`src/rtl/pcb_pkg.sv`:
```
// Shared constants and types for the point cluster box and centroid block.
package pcb_pkg;

	// Number of spatial axes handled per point.
	localparam int NUM_AXES = 3;

	typedef logic [1:0] axis_t;

	localparam axis_t AXIS_X = 2'd0;
	localparam axis_t AXIS_Y = 2'd1;
	localparam axis_t AXIS_Z = 2'd2;

endpackage

```
`src/rtl/pcb_point_if.sv`:
```
// Valid/ready channel that carries one cluster point per item.
interface pcb_point_if #(
	parameter int COORD_BITS = 24
) ();
	logic                         valid;
	logic                         ready;
	logic signed [COORD_BITS-1:0] coord_x;
	logic signed [COORD_BITS-1:0] coord_y;
	logic signed [COORD_BITS-1:0] coord_z;
	logic                         last_point;

	modport source (
		output valid, coord_x, coord_y, coord_z, last_point,
		input  ready
	);

	modport sink (
		input  valid, coord_x, coord_y, coord_z, last_point,
		output ready
	);
endinterface

```
`src/rtl/pcb_result_if.sv`:
```
// Valid/ready channel that carries one cluster box and centroid per item.
interface pcb_result_if #(
	parameter int COORD_BITS = 24,
	parameter int COUNT_BITS = 17
) ();
	logic                         valid;
	logic                         ready;
	logic signed [COORD_BITS-1:0] low_x;
	logic signed [COORD_BITS-1:0] low_y;
	logic signed [COORD_BITS-1:0] low_z;
	logic signed [COORD_BITS-1:0] high_x;
	logic signed [COORD_BITS-1:0] high_y;
	logic signed [COORD_BITS-1:0] high_z;
	logic signed [COORD_BITS-1:0] mean_x;
	logic signed [COORD_BITS-1:0] mean_y;
	logic signed [COORD_BITS-1:0] mean_z;
	logic        [COUNT_BITS-1:0] points_seen;
	logic                         overflowed;

	modport source (
		output valid, low_x, low_y, low_z, high_x, high_y, high_z,
		       mean_x, mean_y, mean_z, points_seen, overflowed,
		input  ready
	);

	modport sink (
		input  valid, low_x, low_y, low_z, high_x, high_y, high_z,
		       mean_x, mean_y, mean_z, points_seen, overflowed,
		output ready
	);
endinterface

```
`src/rtl/pcb_accum.sv`:
```
// Running per-axis minimum, maximum and sum plus point count for one cluster.
module pcb_accum #(
	parameter int MAX_POINTS = 65536,
	parameter int COORD_BITS = 24,
	parameter int CNT_W      = 17,
	parameter int SUM_W      = 41
) (
	input  logic                                         clk,
	input  logic                                         arst_n,
	input  logic                                         clear,
	input  logic                                         take,
	input  logic [pcb_pkg::NUM_AXES-1:0][COORD_BITS-1:0] coord,
	output logic [pcb_pkg::NUM_AXES-1:0][COORD_BITS-1:0] run_min,
	output logic [pcb_pkg::NUM_AXES-1:0][COORD_BITS-1:0] run_max,
	output logic [pcb_pkg::NUM_AXES-1:0][SUM_W-1:0]      run_sum,
	output logic [CNT_W-1:0]                             run_count,
	output logic                                         drop_flag
);
	import pcb_pkg::*;

	localparam logic [CNT_W-1:0] MAX_CNT = CNT_W'(MAX_POINTS);
	localparam logic [COORD_BITS-1:0] MOST_POS = {1'b0, {(COORD_BITS-1){1'b1}}};
	localparam logic [COORD_BITS-1:0] MOST_NEG = {1'b1, {(COORD_BITS-1){1'b0}}};

	logic [NUM_AXES-1:0][COORD_BITS-1:0] min_q;
	logic [NUM_AXES-1:0][COORD_BITS-1:0] max_q;
	logic [NUM_AXES-1:0][SUM_W-1:0]      sum_q;
	logic [CNT_W-1:0]                    cnt_q;
	logic                                drop_q;
	logic                                full;

	assign full = (cnt_q == MAX_CNT);

	always_ff @(posedge clk or negedge arst_n) begin
		if (!arst_n) begin
			for (int a = 0; a < NUM_AXES; a++) begin
				min_q[a] <= MOST_POS;
				max_q[a] <= MOST_NEG;
				sum_q[a] <= '0;
			end
			cnt_q  <= '0;
			drop_q <= 1'b0;
		end else if (clear) begin
			for (int a = 0; a < NUM_AXES; a++) begin
				min_q[a] <= MOST_POS;
				max_q[a] <= MOST_NEG;
				sum_q[a] <= '0;
			end
			cnt_q  <= '0;
			drop_q <= 1'b0;
		end else if (take) begin
			if (full) begin
				// A full cluster ignores the point and only remembers the loss.
				drop_q <= 1'b1;
			end else begin
				for (int a = 0; a < NUM_AXES; a++) begin
					if ($signed(coord[a]) < $signed(min_q[a])) begin
						min_q[a] <= coord[a];
					end
					if ($signed(coord[a]) > $signed(max_q[a])) begin
						max_q[a] <= coord[a];
					end
					sum_q[a] <= sum_q[a] + SUM_W'($signed(coord[a]));
				end
				cnt_q <= cnt_q + 1'b1;
			end
		end
	end

	assign run_min   = min_q;
	assign run_max   = max_q;
	assign run_sum   = sum_q;
	assign run_count = cnt_q;
	assign drop_flag = drop_q;
endmodule

```
`src/rtl/pcb_divider.sv`:
```
// Shared signed divider, one quotient bit per cycle, truncating toward zero.
module pcb_divider #(
	parameter int COORD_BITS = 24,
	parameter int CNT_W      = 17,
	parameter int SUM_W      = 41
) (
	input  logic                  clk,
	input  logic                  arst_n,
	input  logic                  start,
	input  logic [SUM_W-1:0]      dividend,
	input  logic [CNT_W-1:0]      divisor,
	output logic                  done,
	output logic [COORD_BITS-1:0] quotient
);
	localparam int STEP_W = $clog2(SUM_W + 1);

	logic [SUM_W-1:0]  quo_q;
	logic [CNT_W-1:0]  rem_q;
	logic [CNT_W-1:0]  dvs_q;
	logic              neg_q;
	logic [STEP_W-1:0] step_q;
	logic              run_q;
	logic              done_q;
	logic [CNT_W:0]    trial;
	logic [CNT_W:0]    diff;
	logic              fits;
	logic [COORD_BITS-1:0] mag;

	// The dividend register shifts out its top bit into the partial
	// remainder and takes the new quotient bit in at the bottom.
	assign trial = {rem_q, quo_q[SUM_W-1]};
	assign diff  = trial - {1'b0, dvs_q};
	assign fits  = (trial >= {1'b0, dvs_q});

	always_ff @(posedge clk or negedge arst_n) begin
		if (!arst_n) begin
			run_q  <= 1'b0;
			done_q <= 1'b0;
			step_q <= '0;
		end else begin
			done_q <= 1'b0;
			if (start) begin
				run_q  <= 1'b1;
				step_q <= STEP_W'(SUM_W);
			end else if (run_q) begin
				step_q <= step_q - 1'b1;
				if (step_q == STEP_W'(1)) begin
					run_q  <= 1'b0;
					done_q <= 1'b1;
				end
			end
		end
	end

	always_ff @(posedge clk) begin
		if (start) begin
			neg_q <= dividend[SUM_W-1];
			quo_q <= dividend[SUM_W-1] ? (~dividend + 1'b1) : dividend;
			rem_q <= '0;
			dvs_q <= divisor;
		end else if (run_q) begin
			rem_q <= fits ? diff[CNT_W-1:0] : trial[CNT_W-1:0];
			quo_q <= {quo_q[SUM_W-2:0], fits};
		end
	end

	assign mag      = quo_q[COORD_BITS-1:0];
	assign quotient = neg_q ? (~mag + 1'b1) : mag;
	assign done     = done_q;
endmodule

```
`src/rtl/point_cluster_bbox_centroid_core.sv`:
```
// Top level: cluster point intake, divide sequencer and result register.
// Points of a cluster are taken one per cycle, each updating the registered running
// per-axis minimum, maximum and sum and the point count as it is taken.
// When the point marked last is taken, the input stops accepting while one
// shared restoring divider forms the three centroid coordinates in turn, one
// quotient bit per cycle over the SUM_W dividend bits, where
// SUM_W = COORD_BITS + clog2(MAX_POINTS + 1). The last point holds the input
// through the three divisions and for as long as the previous result still
// waits in the output register. The finished box then moves into the output
// register and the input reopens at once, even while that result still waits
// to be taken. Points that arrive after MAX_POINTS points are dropped and the
// result reports this in overflowed.
// The result channel must be built with COUNT_BITS = clog2(MAX_POINTS + 1).
module point_cluster_bbox_centroid_core #(
	parameter int MAX_POINTS = 65536,
	parameter int COORD_BITS = 24
) (
	input  logic          clk,
	input  logic          arst_n,
	pcb_point_if.sink     pts,
	pcb_result_if.source  box
);
	import pcb_pkg::*;

	localparam int CNT_W = $clog2(MAX_POINTS + 1);
	localparam int SUM_W = COORD_BITS + CNT_W;

	localparam logic [1:0] ST_IDLE  = 2'd0;
	localparam logic [1:0] ST_START = 2'd1;
	localparam logic [1:0] ST_DIV   = 2'd2;
	localparam logic [1:0] ST_HOLD  = 2'd3;

	logic [1:0] state_q;
	axis_t      axis_q;

	logic [NUM_AXES-1:0][COORD_BITS-1:0] coord;
	logic [NUM_AXES-1:0][COORD_BITS-1:0] acc_min;
	logic [NUM_AXES-1:0][COORD_BITS-1:0] acc_max;
	logic [NUM_AXES-1:0][SUM_W-1:0]      acc_sum;
	logic [CNT_W-1:0]                    acc_count;
	logic                                acc_drop;
	logic                                accept;
	logic                                out_free;
	logic                                load;

	logic                                div_start;
	logic                                div_done;
	logic [COORD_BITS-1:0]               div_quo;
	logic [NUM_AXES-1:0][COORD_BITS-1:0] mean_q;

	logic                                res_valid_q;
	logic [NUM_AXES-1:0][COORD_BITS-1:0] res_min_q;
	logic [NUM_AXES-1:0][COORD_BITS-1:0] res_max_q;
	logic [NUM_AXES-1:0][COORD_BITS-1:0] res_mean_q;
	logic [CNT_W-1:0]                    res_count_q;
	logic                                res_drop_q;

	assign coord[AXIS_X] = pts.coord_x;
	assign coord[AXIS_Y] = pts.coord_y;
	assign coord[AXIS_Z] = pts.coord_z;

	assign pts.ready = (state_q == ST_IDLE);
	assign accept    = pts.valid && pts.ready;
	assign out_free  = !res_valid_q || box.ready;
	assign load      = (state_q == ST_HOLD) && out_free;
	assign div_start = (state_q == ST_START);

	pcb_accum #(
		.MAX_POINTS (MAX_POINTS),
		.COORD_BITS (COORD_BITS),
		.CNT_W      (CNT_W),
		.SUM_W      (SUM_W)
	) u_accum (
		.clk       (clk),
		.arst_n    (arst_n),
		.clear     (load),
		.take      (accept),
		.coord     (coord),
		.run_min   (acc_min),
		.run_max   (acc_max),
		.run_sum   (acc_sum),
		.run_count (acc_count),
		.drop_flag (acc_drop)
	);

	pcb_divider #(
		.COORD_BITS (COORD_BITS),
		.CNT_W      (CNT_W),
		.SUM_W      (SUM_W)
	) u_divider (
		.clk      (clk),
		.arst_n   (arst_n),
		.start    (div_start),
		.dividend (acc_sum[axis_q]),
		.divisor  (acc_count),
		.done     (div_done),
		.quotient (div_quo)
	);

	// The accumulator keeps the finished cluster until its box is loaded
	// into the output register, so no separate snapshot is needed.
	always_ff @(posedge clk or negedge arst_n) begin
		if (!arst_n) begin
			state_q <= ST_IDLE;
			axis_q  <= AXIS_X;
		end else begin
			unique case (state_q)
				ST_IDLE: begin
					if (accept && pts.last_point) begin
						state_q <= ST_START;
						axis_q  <= AXIS_X;
					end
				end
				ST_START: begin
					state_q <= ST_DIV;
				end
				ST_DIV: begin
					if (div_done) begin
						if (axis_q == AXIS_Z) begin
							state_q <= ST_HOLD;
						end else begin
							axis_q  <= axis_q + 1'b1;
							state_q <= ST_START;
						end
					end
				end
				ST_HOLD: begin
					if (out_free) begin
						state_q <= ST_IDLE;
					end
				end
				default: begin
					state_q <= ST_IDLE;
				end
			endcase
		end
	end

	always_ff @(posedge clk) begin
		if ((state_q == ST_DIV) && div_done) begin
			mean_q[axis_q] <= div_quo;
		end
	end

	always_ff @(posedge clk or negedge arst_n) begin
		if (!arst_n) begin
			res_valid_q <= 1'b0;
		end else if (load) begin
			res_valid_q <= 1'b1;
		end else if (box.ready) begin
			res_valid_q <= 1'b0;
		end
	end

	always_ff @(posedge clk) begin
		if (load) begin
			res_min_q   <= acc_min;
			res_max_q   <= acc_max;
			res_mean_q  <= mean_q;
			res_count_q <= acc_count;
			res_drop_q  <= acc_drop;
		end
	end

	assign box.valid       = res_valid_q;
	assign box.low_x       = res_min_q[AXIS_X];
	assign box.low_y       = res_min_q[AXIS_Y];
	assign box.low_z       = res_min_q[AXIS_Z];
	assign box.high_x      = res_max_q[AXIS_X];
	assign box.high_y      = res_max_q[AXIS_Y];
	assign box.high_z      = res_max_q[AXIS_Z];
	assign box.mean_x      = res_mean_q[AXIS_X];
	assign box.mean_y      = res_mean_q[AXIS_Y];
	assign box.mean_z      = res_mean_q[AXIS_Z];
	assign box.points_seen = res_count_q;
	assign box.overflowed  = res_drop_q;
endmodule

```
`src/flat_wrapper.sv`:
```
// flat-port wrapper written by rule: the top's interface ports become plain ports
module point_cluster_bbox_centroid_core_flat import pcb_pkg::*;
#(
	parameter int MAX_POINTS = 65536,
	parameter int COORD_BITS = 24
)
  (clk, arst_n, pts_valid, pts_coord_x, pts_coord_y, pts_coord_z, pts_last_point, pts_ready, box_valid, box_low_x, box_low_y, box_low_z, box_high_x, box_high_y, box_high_z, box_mean_x, box_mean_y, box_mean_z, box_points_seen, box_overflowed, box_ready);
  pcb_point_if #(.COORD_BITS(COORD_BITS)) pts_i ();
  pcb_result_if #(.COORD_BITS(COORD_BITS), .COUNT_BITS(($clog2(MAX_POINTS + 1)))) box_i ();
  input  logic clk;
  input  logic arst_n;
  input wire logic [$bits(pts_i.valid)-1:0] pts_valid;
  input wire logic [$bits(pts_i.coord_x)-1:0] pts_coord_x;
  input wire logic [$bits(pts_i.coord_y)-1:0] pts_coord_y;
  input wire logic [$bits(pts_i.coord_z)-1:0] pts_coord_z;
  input wire logic [$bits(pts_i.last_point)-1:0] pts_last_point;
  output wire logic [$bits(pts_i.ready)-1:0] pts_ready;
  output wire logic [$bits(box_i.valid)-1:0] box_valid;
  output wire logic [$bits(box_i.low_x)-1:0] box_low_x;
  output wire logic [$bits(box_i.low_y)-1:0] box_low_y;
  output wire logic [$bits(box_i.low_z)-1:0] box_low_z;
  output wire logic [$bits(box_i.high_x)-1:0] box_high_x;
  output wire logic [$bits(box_i.high_y)-1:0] box_high_y;
  output wire logic [$bits(box_i.high_z)-1:0] box_high_z;
  output wire logic [$bits(box_i.mean_x)-1:0] box_mean_x;
  output wire logic [$bits(box_i.mean_y)-1:0] box_mean_y;
  output wire logic [$bits(box_i.mean_z)-1:0] box_mean_z;
  output wire logic [$bits(box_i.points_seen)-1:0] box_points_seen;
  output wire logic [$bits(box_i.overflowed)-1:0] box_overflowed;
  input wire logic [$bits(box_i.ready)-1:0] box_ready;
  assign pts_i.valid = pts_valid;
  assign pts_i.coord_x = pts_coord_x;
  assign pts_i.coord_y = pts_coord_y;
  assign pts_i.coord_z = pts_coord_z;
  assign pts_i.last_point = pts_last_point;
  assign pts_ready = pts_i.ready;
  assign box_valid = box_i.valid;
  assign box_low_x = box_i.low_x;
  assign box_low_y = box_i.low_y;
  assign box_low_z = box_i.low_z;
  assign box_high_x = box_i.high_x;
  assign box_high_y = box_i.high_y;
  assign box_high_z = box_i.high_z;
  assign box_mean_x = box_i.mean_x;
  assign box_mean_y = box_i.mean_y;
  assign box_mean_z = box_i.mean_z;
  assign box_points_seen = box_i.points_seen;
  assign box_overflowed = box_i.overflowed;
  assign box_i.ready = box_ready;
  point_cluster_bbox_centroid_core #(.MAX_POINTS(MAX_POINTS), .COORD_BITS(COORD_BITS)) u_core (.clk(clk), .arst_n(arst_n), .pts(pts_i), .box(box_i));
endmodule
```
`config.mk`:
```
export PLATFORM = sky130hd
export DESIGN_NAME = point_cluster_bbox_centroid_core_flat
export DESIGN_NICKNAME = d
export VERILOG_FILES = /design/src/rtl/pcb_pkg.sv /design/src/rtl/pcb_point_if.sv /design/src/rtl/pcb_result_if.sv /design/src/rtl/pcb_accum.sv /design/src/rtl/pcb_divider.sv /design/src/rtl/point_cluster_bbox_centroid_core.sv /design/src/flat_wrapper.sv
export SDC_FILE = /design/constraint.sdc
export NUM_CORES = 1
export LEC_CHECK = 0
export ABC_CLOCK_PERIOD_IN_PS = 16940
export BUFFER_PORTS_ARGS = -buffer_cell sky130_fd_sc_hd__buf_4
export CAP_MARGIN = 25
export CORE_ASPECT_RATIO = 1.2
export CORE_UTILIZATION = 45
export CTS_BUF_LIST = sky130_fd_sc_hd__clkbuf_16
export DETAILED_ROUTE_END_ITERATION = 10
export PLACE_DENSITY_LB_ADDON = 0.15
export SETUP_SLACK_MARGIN = 0.5
export SLEW_MARGIN = 20
export SYNTH_ARGS = -nofsm -noshare
export SYNTH_HDL_FRONTEND = slang
export SYNTH_HIERARCHICAL = 1
export SYNTH_SLANG_ARGS = --single-unit
```
`constraint.sdc`:
```
create_clock -name clk -period 16.94 [get_ports clk]
set_clock_uncertainty 0.1 [all_clocks]
set_input_delay 1.694 -clock clk [delete_from_list [all_inputs] [get_ports clk]]
set_output_delay 1.694 -clock clk [all_outputs]
set_load 0.005 [all_outputs]
```
==> results of run 1 <==
[power breakdown]
group | total [mW] | internal (mW) | switching [mW]
combinational | 0.138 | 0.0510 | 0.0874
clock | 1.62 | 0.932 | 0.689
sequential | 1.73 | 1.73 | 0.00000000000000000566
total | 3.49 | 2.71 | 0.777
[sequential cells by signal, indices dropped and copies added, names as in the netlist, 2 cells and up]
register,cells
u_core/u_accum/run_sum,123
u_core/mean_q,72
u_core/u_accum/run_max,72
u_core/u_accum/run_min,72
u_core/u_divider/quo_q,41
u_core/box.high_x,24
u_core/box.high_y,24
u_core/box.high_z,24
u_core/box.low_x,24
u_core/box.low_y,24
u_core/box.low_z,24
u_core/box.mean_x,24
u_core/box.mean_y,24
u_core/box.mean_z,24
u_core/box.points_seen,17
u_core/u_accum/run_count,17
u_core/u_divider/dvs_q,17
u_core/u_divider/rem_q,17
u_core/u_divider/step_q,6
u_core/axis_q,2
u_core/state_q,2
[kinds of logic after synthesis]
| kind of cell | after synthesis | synth area share |
|---|---|---|
| AOI/OAI and AO/OA | 862 | 0.153 |
| DFF | 680 | 0.511 |
| buffers and inverters | 354 | 0.0387 |
| and+or+nand+nor | 890 | 0.111 |
| muxes | 147 | 0.0401 |
| adders and majority gates | 291 | 0.0996 |
| xor gates and xnor gates | 195 | 0.0463 |
[path summary, 6_finish.rpt]
kind                                              start                                      to  slack, ns  depth (start not counted)
max                                      pts_coord_x[0]  u_core/u_accum/run_sum[38]$_DFFE_PN0P_      12.17                         16
min                         u_core/mean_q[39]$_DFFE_PP_         u_core/box.mean_y[15]$_DFFE_PP_       0.31                          0
max reg2reg                u_core/axis_q[0]$_DFFE_PN0P_    u_core/u_divider/quo_q[37]$_DFFE_PP_      12.52                         11
min reg2reg                 u_core/mean_q[39]$_DFFE_PP_         u_core/box.mean_y[15]$_DFFE_PP_       0.31                          0
max in group asynchronous                        arst_n  u_core/u_accum/run_max[12]$_DFFE_PN0P_      14.25                          2
min in group asynchronous                        arst_n   u_core/u_accum/run_max[0]$_DFFE_PN0P_       1.00                          1
[metal layers]
layer	up-vias	track usage
met1	12751	0.285
li1	12929	-
met4	0	0.0815
met3	126	0.0312
met2	509	0.379
met5	-	0
[critical path, delay by kind of cell]
| kind | cells | cell delay (ns) |
|---|---|---|
| AOI/OAI and AO/OA | 10 | 2.48 |
| adders and majority gates | 2 | 0.54 |
| buffers and inverters | 2 | 0.16 |
| and+or+nand+nor | 1 | 0.16 |
| xor gates and xnor gates | 1 | 0.14 |
[cells in the final DEF (no fill, tap or decap), types with 138 or more instances in the layout]
cell	count
dfrtp_1	225
ha_1	287
nand2_1	365
buf_4	339
edfxtp_1	365
a21oi_1	290
nor2_1	262
mux2i_1	143
inv_1	233
o21ai_0	138
[area by class of cell]
type,instances,area share
repair buffers,344,0.0622
inverters,222,0.0195
clock buffers,78,0.0457
multi-input cells,2385,0.389
clock inverters,61,0.0113
flip-flops and latches,680,0.441
well taps,1044,0.0306
[stage by stage]
stage	hold slack [ns]	power (mW)	setup slack, ns	cells	utilization
after floorplan	0.300	1.83	3.09	3419	-
after global routing	0.323	3.62	11.93	4814	0.528
after CTS	0.305	3.54	12.24	4811	0.527
after detailed placement	0.305	1.90	11.57	4672	0.497
final	0.315	3.49	12.17	4814	0.528
after global placement	0.300	1.90	11.66	4672	0.497
==> results_dict.tcl, run 1 <==
set metrics [dict create \
    wl_met3_um 3570 \
    n_fill_cell 7206 \
    synth_top_area_share 0.297 \
    fin_crit_ns 4.77 \
    cts_buffer_depth 3 \
    drt-wirelength-per-cell_um 19.2 \
    cp.required_ns 17.36 \
    ios 313 \
    num_rows 114 \
    post_cts_buffers 0 \
    cts_tree "done" \
    num_antenna_cells 0 \
    fin_area_um2 42700 \
    final_antenna_net_count 0 \
    critical-path-max-stage-delay_ns 0.54 \
    vias 26315 \
    ys_ff_latch 680 \
    outcome "complete, no violations" \
    cpMaxStageDelayCell "o31ai_1" \
    synth_area_um2 36900 \
    grt_start_max_net_pins 139 \
    synth_common_cells "366 x nand2_1, 365 x edfxtp_1, 290 x a21oi_1" \
    grt_overflow_total 0 \
    gp_congestion 0.884 \
    yosysUniqueCellTypes 101 \
    tightest_slew_ns 1.11 \
    synth_most_common_cell "nand2_1" \
    drv_cap 0 \
    synthCells 3419 \
    clk_latency_ns 0.64 \
    max_slew_margin 0.255 \
    hold_path.class "flop to flop" \
    synth.net_count 3787 \
    grt_use_total 0.221 \
    initial_core_util 0.456 \
    final_hold_viol_count 0 \
    dr.pass1.iters 6 \
    wirelength_um 92300 \
    drc 0 \
    worstSetupPathType "input pin to flop" \
    cp_common_cell "o21ai_1" \
    syn2layout_area_growth_pct 15.9 \
    yosysTopAreaCell "edfxtp_1" \
    postCtsHoldBufs 0 \
    max_freq_ghz 0.210 \
    place_hpwl_um 65100 \
    cts_resized 0 \
    multi_input_area_um2 16600 \
    layout-drive-gt1-share 0.157 \
    power_density_nw_per_um2 81.7 \
    syn_avg_cell_area_um2 10.8 \
    wl_met1_um 40700 \
    start_kind "input pin" \
    antenna_found_initial 0 \
    ir_drop_mv 0.0638 \
    via_per_inst 5.47 \
    leakage_nw 19.9 \
    drv_slew 0 \
    crit_arrival_ns 5.19 \
    core_um2 80900 \
    cts_root_buf "clkbuf_16" \
    rsz0062_at_grt "false" \
    yosysWarnings 6 \
    dieWidth_um 263 \
    die_area_um2 83100 \
    cts_made_buffers 75 \
    port_buffers 312 \
    highest_layer "met4" \
    synth-main-ff-cell "edfxtp_1" \
    fin_nets 4076 \
    clkTransAtPathRegs_ns 0.06 \
    period_share 0.281 \
    crit_path_end_kind "flop" \
    ys_seq_area_frac 0.511 \
    fin_tns_setup_ns 0 \
    grt_pass1_wl_um 145000 \
    synth_area_leaders "edfxtp_1 30%, dfrtp_1 15%, ha_1 9.7%, dfstp_2 5.1%, a21oi_1 3.9%" \
    place_area_um2 40200 \
    numClockSinks 680 \
    fp.dieH_um 316 \
    wl_met2_um 45200 \
    drt_iter0_drc 1634 \
    htreeDepth 3 \
    seqCellArea_um2 18800 \
    async_flop_share 0.438 \
    crit_fanout 5 \
    cp_cell_sequence "buf_4 > ha_1 > inv_1 > fa_1 > nor2b_1 > o21ai_1 > a21oi_1 > o21ai_1 > o311ai_2 > a31oi_2 > o31ai_1 > a311oi_1 > o21ai_1 > a31oi_1 > xnor2_1 > a22o_1" \
    setup_viol 0 \
    synth-edff-count 365 \
    grt_pass1_vias 25941 \
]
No activity file was read; power rests on OpenSTA's default activity.
==> inputs of run 2 (changes only) <==
--- a/config.mk
+++ b/config.mk
@@ -5,7 +5,8 @@
 export SDC_FILE = /design/constraint.sdc
 export NUM_CORES = 1
 export LEC_CHECK = 0
-export ABC_CLOCK_PERIOD_IN_PS = 16940
+export ABC_AREA = 1
+export ABC_CLOCK_PERIOD_IN_PS = 4900
 export BUFFER_PORTS_ARGS = -buffer_cell sky130_fd_sc_hd__buf_4
 export CAP_MARGIN = 25
 export CORE_ASPECT_RATIO = 1.2
==> constraint.sdc (replaced) <==
create_clock -name clk -period 4.9 [get_ports clk]
set_clock_uncertainty 0.1 [all_clocks]
set_input_delay 0.49 -clock clk [delete_from_list [all_inputs] [get_ports clk]]
set_output_delay 0.49 -clock clk [all_outputs]
set_load 0.005 [all_outputs]
==> run 2 against run 1 <==
Compared with the run above: synthesized cell count is 54% higher; first-iteration DRC count rose by 92%; power grew to 3.6 times the previous value; global-route usage grew 4.9 points; cell area grew 11%; register-to-register slack got worse by 11 ns; clock power grew to 3.5 times the previous value; non-clock buffer count shrank 6; critical path depth decreased by 2; clock-buffer cell count down 3; sequential share of layout area decreased by 4.3 points; sequential power rose to 3.6 times the previous value; critical endpoint is now u_core/u_accum/run_min[57]$_DFFE_PN1P_; largest cell class is now multi-input gates.
==> results_dict.tcl, run 2 <==
set metrics [dict create \
    core_um2 91000 \
    start_kind "flop" \
    ios 313 \
    dieWidth_um 279 \
    worstReg2RegStart "u_core/u_accum/run_min[70]$_DFFE_PN1P_" \
    layout.cells.non_filler 6822 \
    layout_commonest_cell "nand2_1" \
    fin_nets 5900 \
    cts_root_buf "clkbuf_16" \
    final_hold_viol_count 0 \
    post_cts_buffers 0 \
    die_area_um2 93400 \
    min_to "u_core/u_accum/run_max[2]$_DFFE_PN0P_" \
    worstSetupPathType "flop to flop" \
    grt_pass1_vias 33761 \
    cp.required_ns 5.38 \
    crit_fanout 25 \
    synth_area_leaders "edfxtp_1 26%, nand2_1 15%, dfrtp_1 14%, ha_1 8.7%, inv_1 5.6%" \
    rsz0062_at_grt "false" \
    grt_overflow_total 0 \
    synthCells 5255 \
    drv_cap 0 \
    cts_buffer_depth 3 \
    grt_start_max_net_pins 170 \
    yosysWarnings 6 \
    rr_worst_depth 14 \
    drt-wirelength-per-cell_um 18.7 \
    crit_path_end_kind "flop" \
    cts_resized 0 \
    ys_seq_area_frac 0.455 \
    grt_pass1_wl_um 195000 \
    yosysTopAreaCell "edfxtp_1" \
    fin_tns_setup_ns 0 \
    num_antenna_cells 0 \
    hold_path.class "input pin to flop" \
    setup_slack_ns 1.32 \
    port_buffers 312 \
    crit_arrival_ns 4.07 \
    tightest_slew_ns 1.12 \
    place_ws_ns 1.23 \
    drt_iter0_drc 3139 \
    place_inst 6684 \
    min_path_cells 3 \
    final_cell_mix "1662 x nand2_1, 624 x inv_1, 470 x nor2_1" \
    layout-drive-gt1-share 0.112 \
    async_flop_share 0.438 \
    numClockSinks 680 \
    grt_use_total 0.270 \
    clkTransAtPathRegs_ns 0.06 \
    fp.dieH_um 335 \
    outcome "complete, no violations" \
    ys_ff_latch 680 \
    via_per_inst 5.24 \
    place_area_um2 44900 \
    hold-worst-slack_ns 0.0673 \
    vias 35756 \
    hp-start "pts_coord_x[2]" \
    max_freq_ghz 0.279 \
    gp_congestion 0.970 \
    dr.pass1.iters 6 \
    finalPower_mw 12.6 \
    power_density_nw_per_um2 266 \
    leakage_nw 23.2 \
    syn2layout_area_growth_pct 14.1 \
    synth-main-ff-cell "edfxtp_1" \
    wirelength_um 127000 \
    final_util 0.520 \
    drv_slew 0 \
    initial_core_util 0.456 \
    htreeDepth 3 \
    synth_common_cells "1663 x nand2_1, 617 x inv_1, 476 x nor2_1" \
    fin_crit_ns 3.58 \
    synth-edff-count 365 \
    cts_tree "done" \
    place_hpwl_um 95600 \
    synth_area_um2 41500 \
    antenna_found_initial 1 \
    yosysUniqueCellTypes 53 \
    period_share 0.731 \
    fin_area_um2 47300 \
    cts_made_buffers 74 \
    synth_top_area_share 0.264 \
    drc 0 \
    num_rows 121 \
    largest_reg_flops 123 \
    ir_drop_mv 0.248 \
    synth.net_count 5623 \
    setup_viol 0 \
    r2r-end "u_core/u_accum/run_min[57]$_DFFE_PN1P_" \
    final_antenna_net_count 0 \
    max_slew_margin 0.250 \
    synth_most_common_cell "nand2_1" \
    syn_avg_cell_area_um2 7.89 \
    clk_latency_ns 0.64 \
    regToRegSetupSlack_ns 1.32 \
]
run 2: worst max-delay path, stage by stage (launching register included):
cell	delay, ns
dfstp_2	0.55
inv_1	0.05
ha_1	0.26
nand2_1	0.07
inv_1	0.06
nand2_1	0.05
nor2_1	0.19
nand2_1	0.08
nor2_1	0.11
nor2_1	0.06
nand3_1	0.30
nand3_2	0.66
nand2_2	0.72
nand2_1	0.12
nand2_1	0.10
run 2: kinds of logic after synthesis:
logic type      Yosys count  share of synthesized area
fa+ha+maj               291                     0.0885
buf+inv                 772                     0.0757
flops                   680                      0.455
simple gates           2840                      0.287
compound gates          590                     0.0765
xor+xnor                 82                     0.0173
run 2: routing by layer:
layer,up-vias,routed length (um),global-route usage
li1,17791,-,-
met1,16674,54300,0.351
met2,1089,60400,0.450
met3,202,7700,0.0389
met4,0,4830,0.107
met5,-,0,0
run 2: area by class of cell:
cell class / count / area, um^2
clock buffer: 75 / 1880
clock inverter: 61 / 542
fill: 8823 / 43700
inverter: 635 / 2390
multi-input combinational: 3803 / 19500
sequential: 680 / 18800
tap: 1230 / 1540
timing repair buffer: 338 / 2590
run 2: what timing repair did:
item | 4_1_cts | 5_1_grt
hold buffers | 2 | 0
endpoints found under the setup margin | 0 | 0
hold endpoints to repair | 67 | 0
run 2: power by group:
part | total [mW] | internal [mW] | switching [mW]
clock network | 5.60 | 3.11 | 2.49
registers | 6.16 | 6.09 | 0.0655
logic | 0.844 | 0.297 | 0.547
run 2: worst max-delay path by stage:
stage / startpoint / to / slack [ns] / cells past startpoint
2_1_floorplan: box_ready / u_core/u_accum/run_sum[50]$_DFFE_PN0P_ / -0.27 / 10
3_3_place_gp: pts_coord_z[23] / u_core/u_accum/run_min[55]$_DFFE_PN1P_ / 1.21 / 14
3_5_place_dp: pts_coord_z[23] / u_core/u_accum/run_min[69]$_DFFE_PN1P_ / 1.23 / 14
4_1_cts: u_core/u_accum/run_min[70]$_DFFE_PN1P_ / u_core/u_accum/run_min[57]$_DFFE_PN1P_ / 1.46 / 14
5_1_grt: u_core/u_accum/run_min[69]$_DFFE_PN1P_ / u_core/u_accum/run_min[54]$_DFFE_PN1P_ / 1.17 / 14
6_report: u_core/u_accum/run_min[70]$_DFFE_PN1P_ / u_core/u_accum/run_min[57]$_DFFE_PN1P_ / 1.32 / 14
==> inputs of run 3 (changes only) <==
--- a/config.mk
+++ b/config.mk
@@ -6,7 +6,7 @@
 export NUM_CORES = 1
 export LEC_CHECK = 0
 export ABC_AREA = 1
-export ABC_CLOCK_PERIOD_IN_PS = 4900
+export ABC_CLOCK_PERIOD_IN_PS = 2950
 export BUFFER_PORTS_ARGS = -buffer_cell sky130_fd_sc_hd__buf_4
 export CAP_MARGIN = 25
 export CORE_ASPECT_RATIO = 1.2
==> constraint.sdc (replaced) <==
create_clock -name clk -period 2.95 [get_ports clk]
set_clock_uncertainty 0.1 [all_clocks]
set_input_delay 0.295 -clock clk [delete_from_list [all_inputs] [get_ports clk]]
set_output_delay 0.295 -clock clk [all_outputs]
set_load 0.005 [all_outputs]
==> run 3 against run 2 <==
Compared with the run above: die area is the same; routed wire length increased by 8.5%; clock-buffer cell count stayed put; critical path type unchanged; largest power group unchanged; critical path depth decreased by 2; sequential power up 66%; maximum frequency is 44% higher; power increased by 67%; sequential share of layout area fell by 3.3 points; clock power grew 65%; register-to-register slack worse by 0.86 ns.
==> results_dict.tcl, run 3 (synthesis results as in run 2) <==
set metrics [dict create \
    num_antenna_cells 0 \
    hold-worst-slack_ns 0.0326 \
    wirelength_um 138000 \
    switching_power_mw 5.13 \
    rsz0062_at_grt "true" \
    drt_iter0_drc 3110 \
    crit_path_end_kind "flop" \
    period_share 0.844 \
    drv_cap 0 \
    die_area_um2 93400 \
    fin_tns_setup_ns 0 \
    internal-power_mw 16.0 \
    syn2layout_area_growth_pct 24.5 \
    drt-wirelength-per-cell_um 19.6 \
    grt_pass1_wl_um 203000 \
    gp_congestion 0.973 \
    port_buffers 312 \
    outcome "complete, no violations" \
    max_slew_margin 0.447 \
    final_hold_viol_count 0 \
    grt_pass1_vias 34845 \
    core_um2 91000 \
    start_kind "flop" \
    initial_core_util 0.456 \
    numClockSinks 680 \
    finalPower_mw 21.1 \
    layout-drive-gt1-share 0.188 \
    max_freq_ghz 0.402 \
    dieWidth_um 279 \
    cp.required_ns 3.23 \
    fin_crit_ns 2.49 \
    seq_power_share 0.484 \
    cts_made_buffers 74 \
    crit_arrival_ns 2.78 \
    via_per_inst 5.30 \
    wl_met3_um 7690 \
    n_fill_cell 8440 \
    swShare 0.243 \
    antenna_found_initial 0 \
    layout.cells.non_filler 7065 \
    clkTransAtPathRegs_ns 0.06 \
    power_density_nw_per_um2 409 \
    num_rows 121 \
    drc 0 \
    place_inst 6764 \
    cts_buffer_depth 3 \
    leakage_nw 25.0 \
    htreeDepth 3 \
    fp.dieH_um 335 \
    wl_met1_um 59200 \
    final_cell_mix "1612 x nand2_1, 615 x inv_1, 435 x buf_4" \
    cts_tree "done" \
    dr.pass1.iters 6 \
    grt_overflow_total 0 \
    layout_commonest_cell "nand2_1" \
    fin_nets 6143 \
    grt_use_total 0.282 \
    combPwrFrac 0.079 \
    tightest_slew_ns 0.829 \
    worstSetupPathType "flop to flop" \
    final_antenna_net_count 0 \
    ios 313 \
    wl_met2_um 65700 \
    clk_latency_ns 0.64 \
    largest_reg_flops 123 \
    cts_root_buf "clkbuf_16" \
    ir_drop_mv 0.372 \
    crit_fanout 22 \
    setup_viol 0 \
    hold_path.class "input pin to flop" \
    vias 37411 \
    clkPwrFrac 0.437 \
    place_hpwl_um 101000 \
    grt_start_max_net_pins 134 \
    drv_slew 0 \
    final_util 0.567 \
    highest_layer "met4" \
]
[run 3: per-layer routing]
metal  GRT usage  up-vias
met5           0        -
met4       0.110        0
met3      0.0337      241
met2       0.474     1173
met1       0.370    17691
li1            -    18306
[run 3: layout make-up]
cell class | count | area, um^2 | area share
clock buffer | 75 | 1880 | 0.0364
clock inverter | 61 | 513 | 0.00994
inverter | 635 | 2410 | 0.0466
multi-input combinational | 3814 | 21200 | 0.411
sequential | 680 | 18900 | 0.365
tap | 1230 | 1540 | 0.0298
timing repair buffer | 570 | 5210 | 0.101
[run 3: final timing paths]
check	from	to	slack, ns	depth (start not counted)
worst max-delay path	u_core/axis_q[0]$_DFFE_PN0P_	u_core/u_divider/quo_q[39]$_DFFE_PP_	0.46	12
worst min-delay path	pts_valid	u_core/state_q[0]$_DFFE_PN0P_	0.03	5
worst max register to register	u_core/axis_q[0]$_DFFE_PN0P_	u_core/u_divider/quo_q[39]$_DFFE_PP_	0.46	12
worst min register to register	u_core/mean_q[1]$_DFFE_PP_	u_core/box.mean_x[1]$_DFFE_PP_	0.31	0
max in group asynchronous	arst_n	u_core/u_accum/run_min[39]$_DFFE_PN1P_	1.87	3
min in group asynchronous	arst_n	u_core/u_accum/run_sum[2]$_DFFE_PN0P_	0.08	2
[run 3: worst max-delay path: stages, from the launching register on]
cell and delay, ns:
dfrtp_2 0.47, buf_12 0.19, o21ai_2 0.23, o21ai_2 0.15, or2_2 0.36, nor2_1 0.11
nand2_1 0.10, nand2_4 0.11, nand3_4 0.10, nor2_4 0.11, nand3_1 0.08, nand3_1 0.09
nand2_1 0.05
[run 3: stage by stage]
stage                     cell area (um^2)  worst slack [ns]
after floorplan                      41500             -2.21
after global placement               45700             0.176
after detailed placement             45700             0.148
after CTS                            49300             0.404
after global routing                 51600             0.366
final                                51600             0.459
[run 3: power groups by stage]
| stage | Combinational [mW] | Sequential [mW] | Clock [mW] |
|---|---|---|---|
| final | 1.67 | 10.2 | 9.22 |
| after global routing | 1.87 | 10.2 | 9.79 |
| after CTS | 1.52 | 10.2 | 9.47 |
| after detailed placement | 1.42 | 10.4 | 0 |
| after global placement | 1.40 | 10.4 | 0 |
| after floorplan | 0.860 | 10.4 | 0 |
[run 3: what timing repair did]
| action | in CTS | in global routing |
|---|---|---|
| endpoints found under the hold margin | 376 | 0 |
| hold buffers | 75 | 0 |
| setup buffers | 4 | 58 |
| pin swaps | 6 | 84 |
| cloned | 0 | 28 |
| gates resized for setup | 112 | 332 |
| setup endpoints to repair | 238 | 296 |
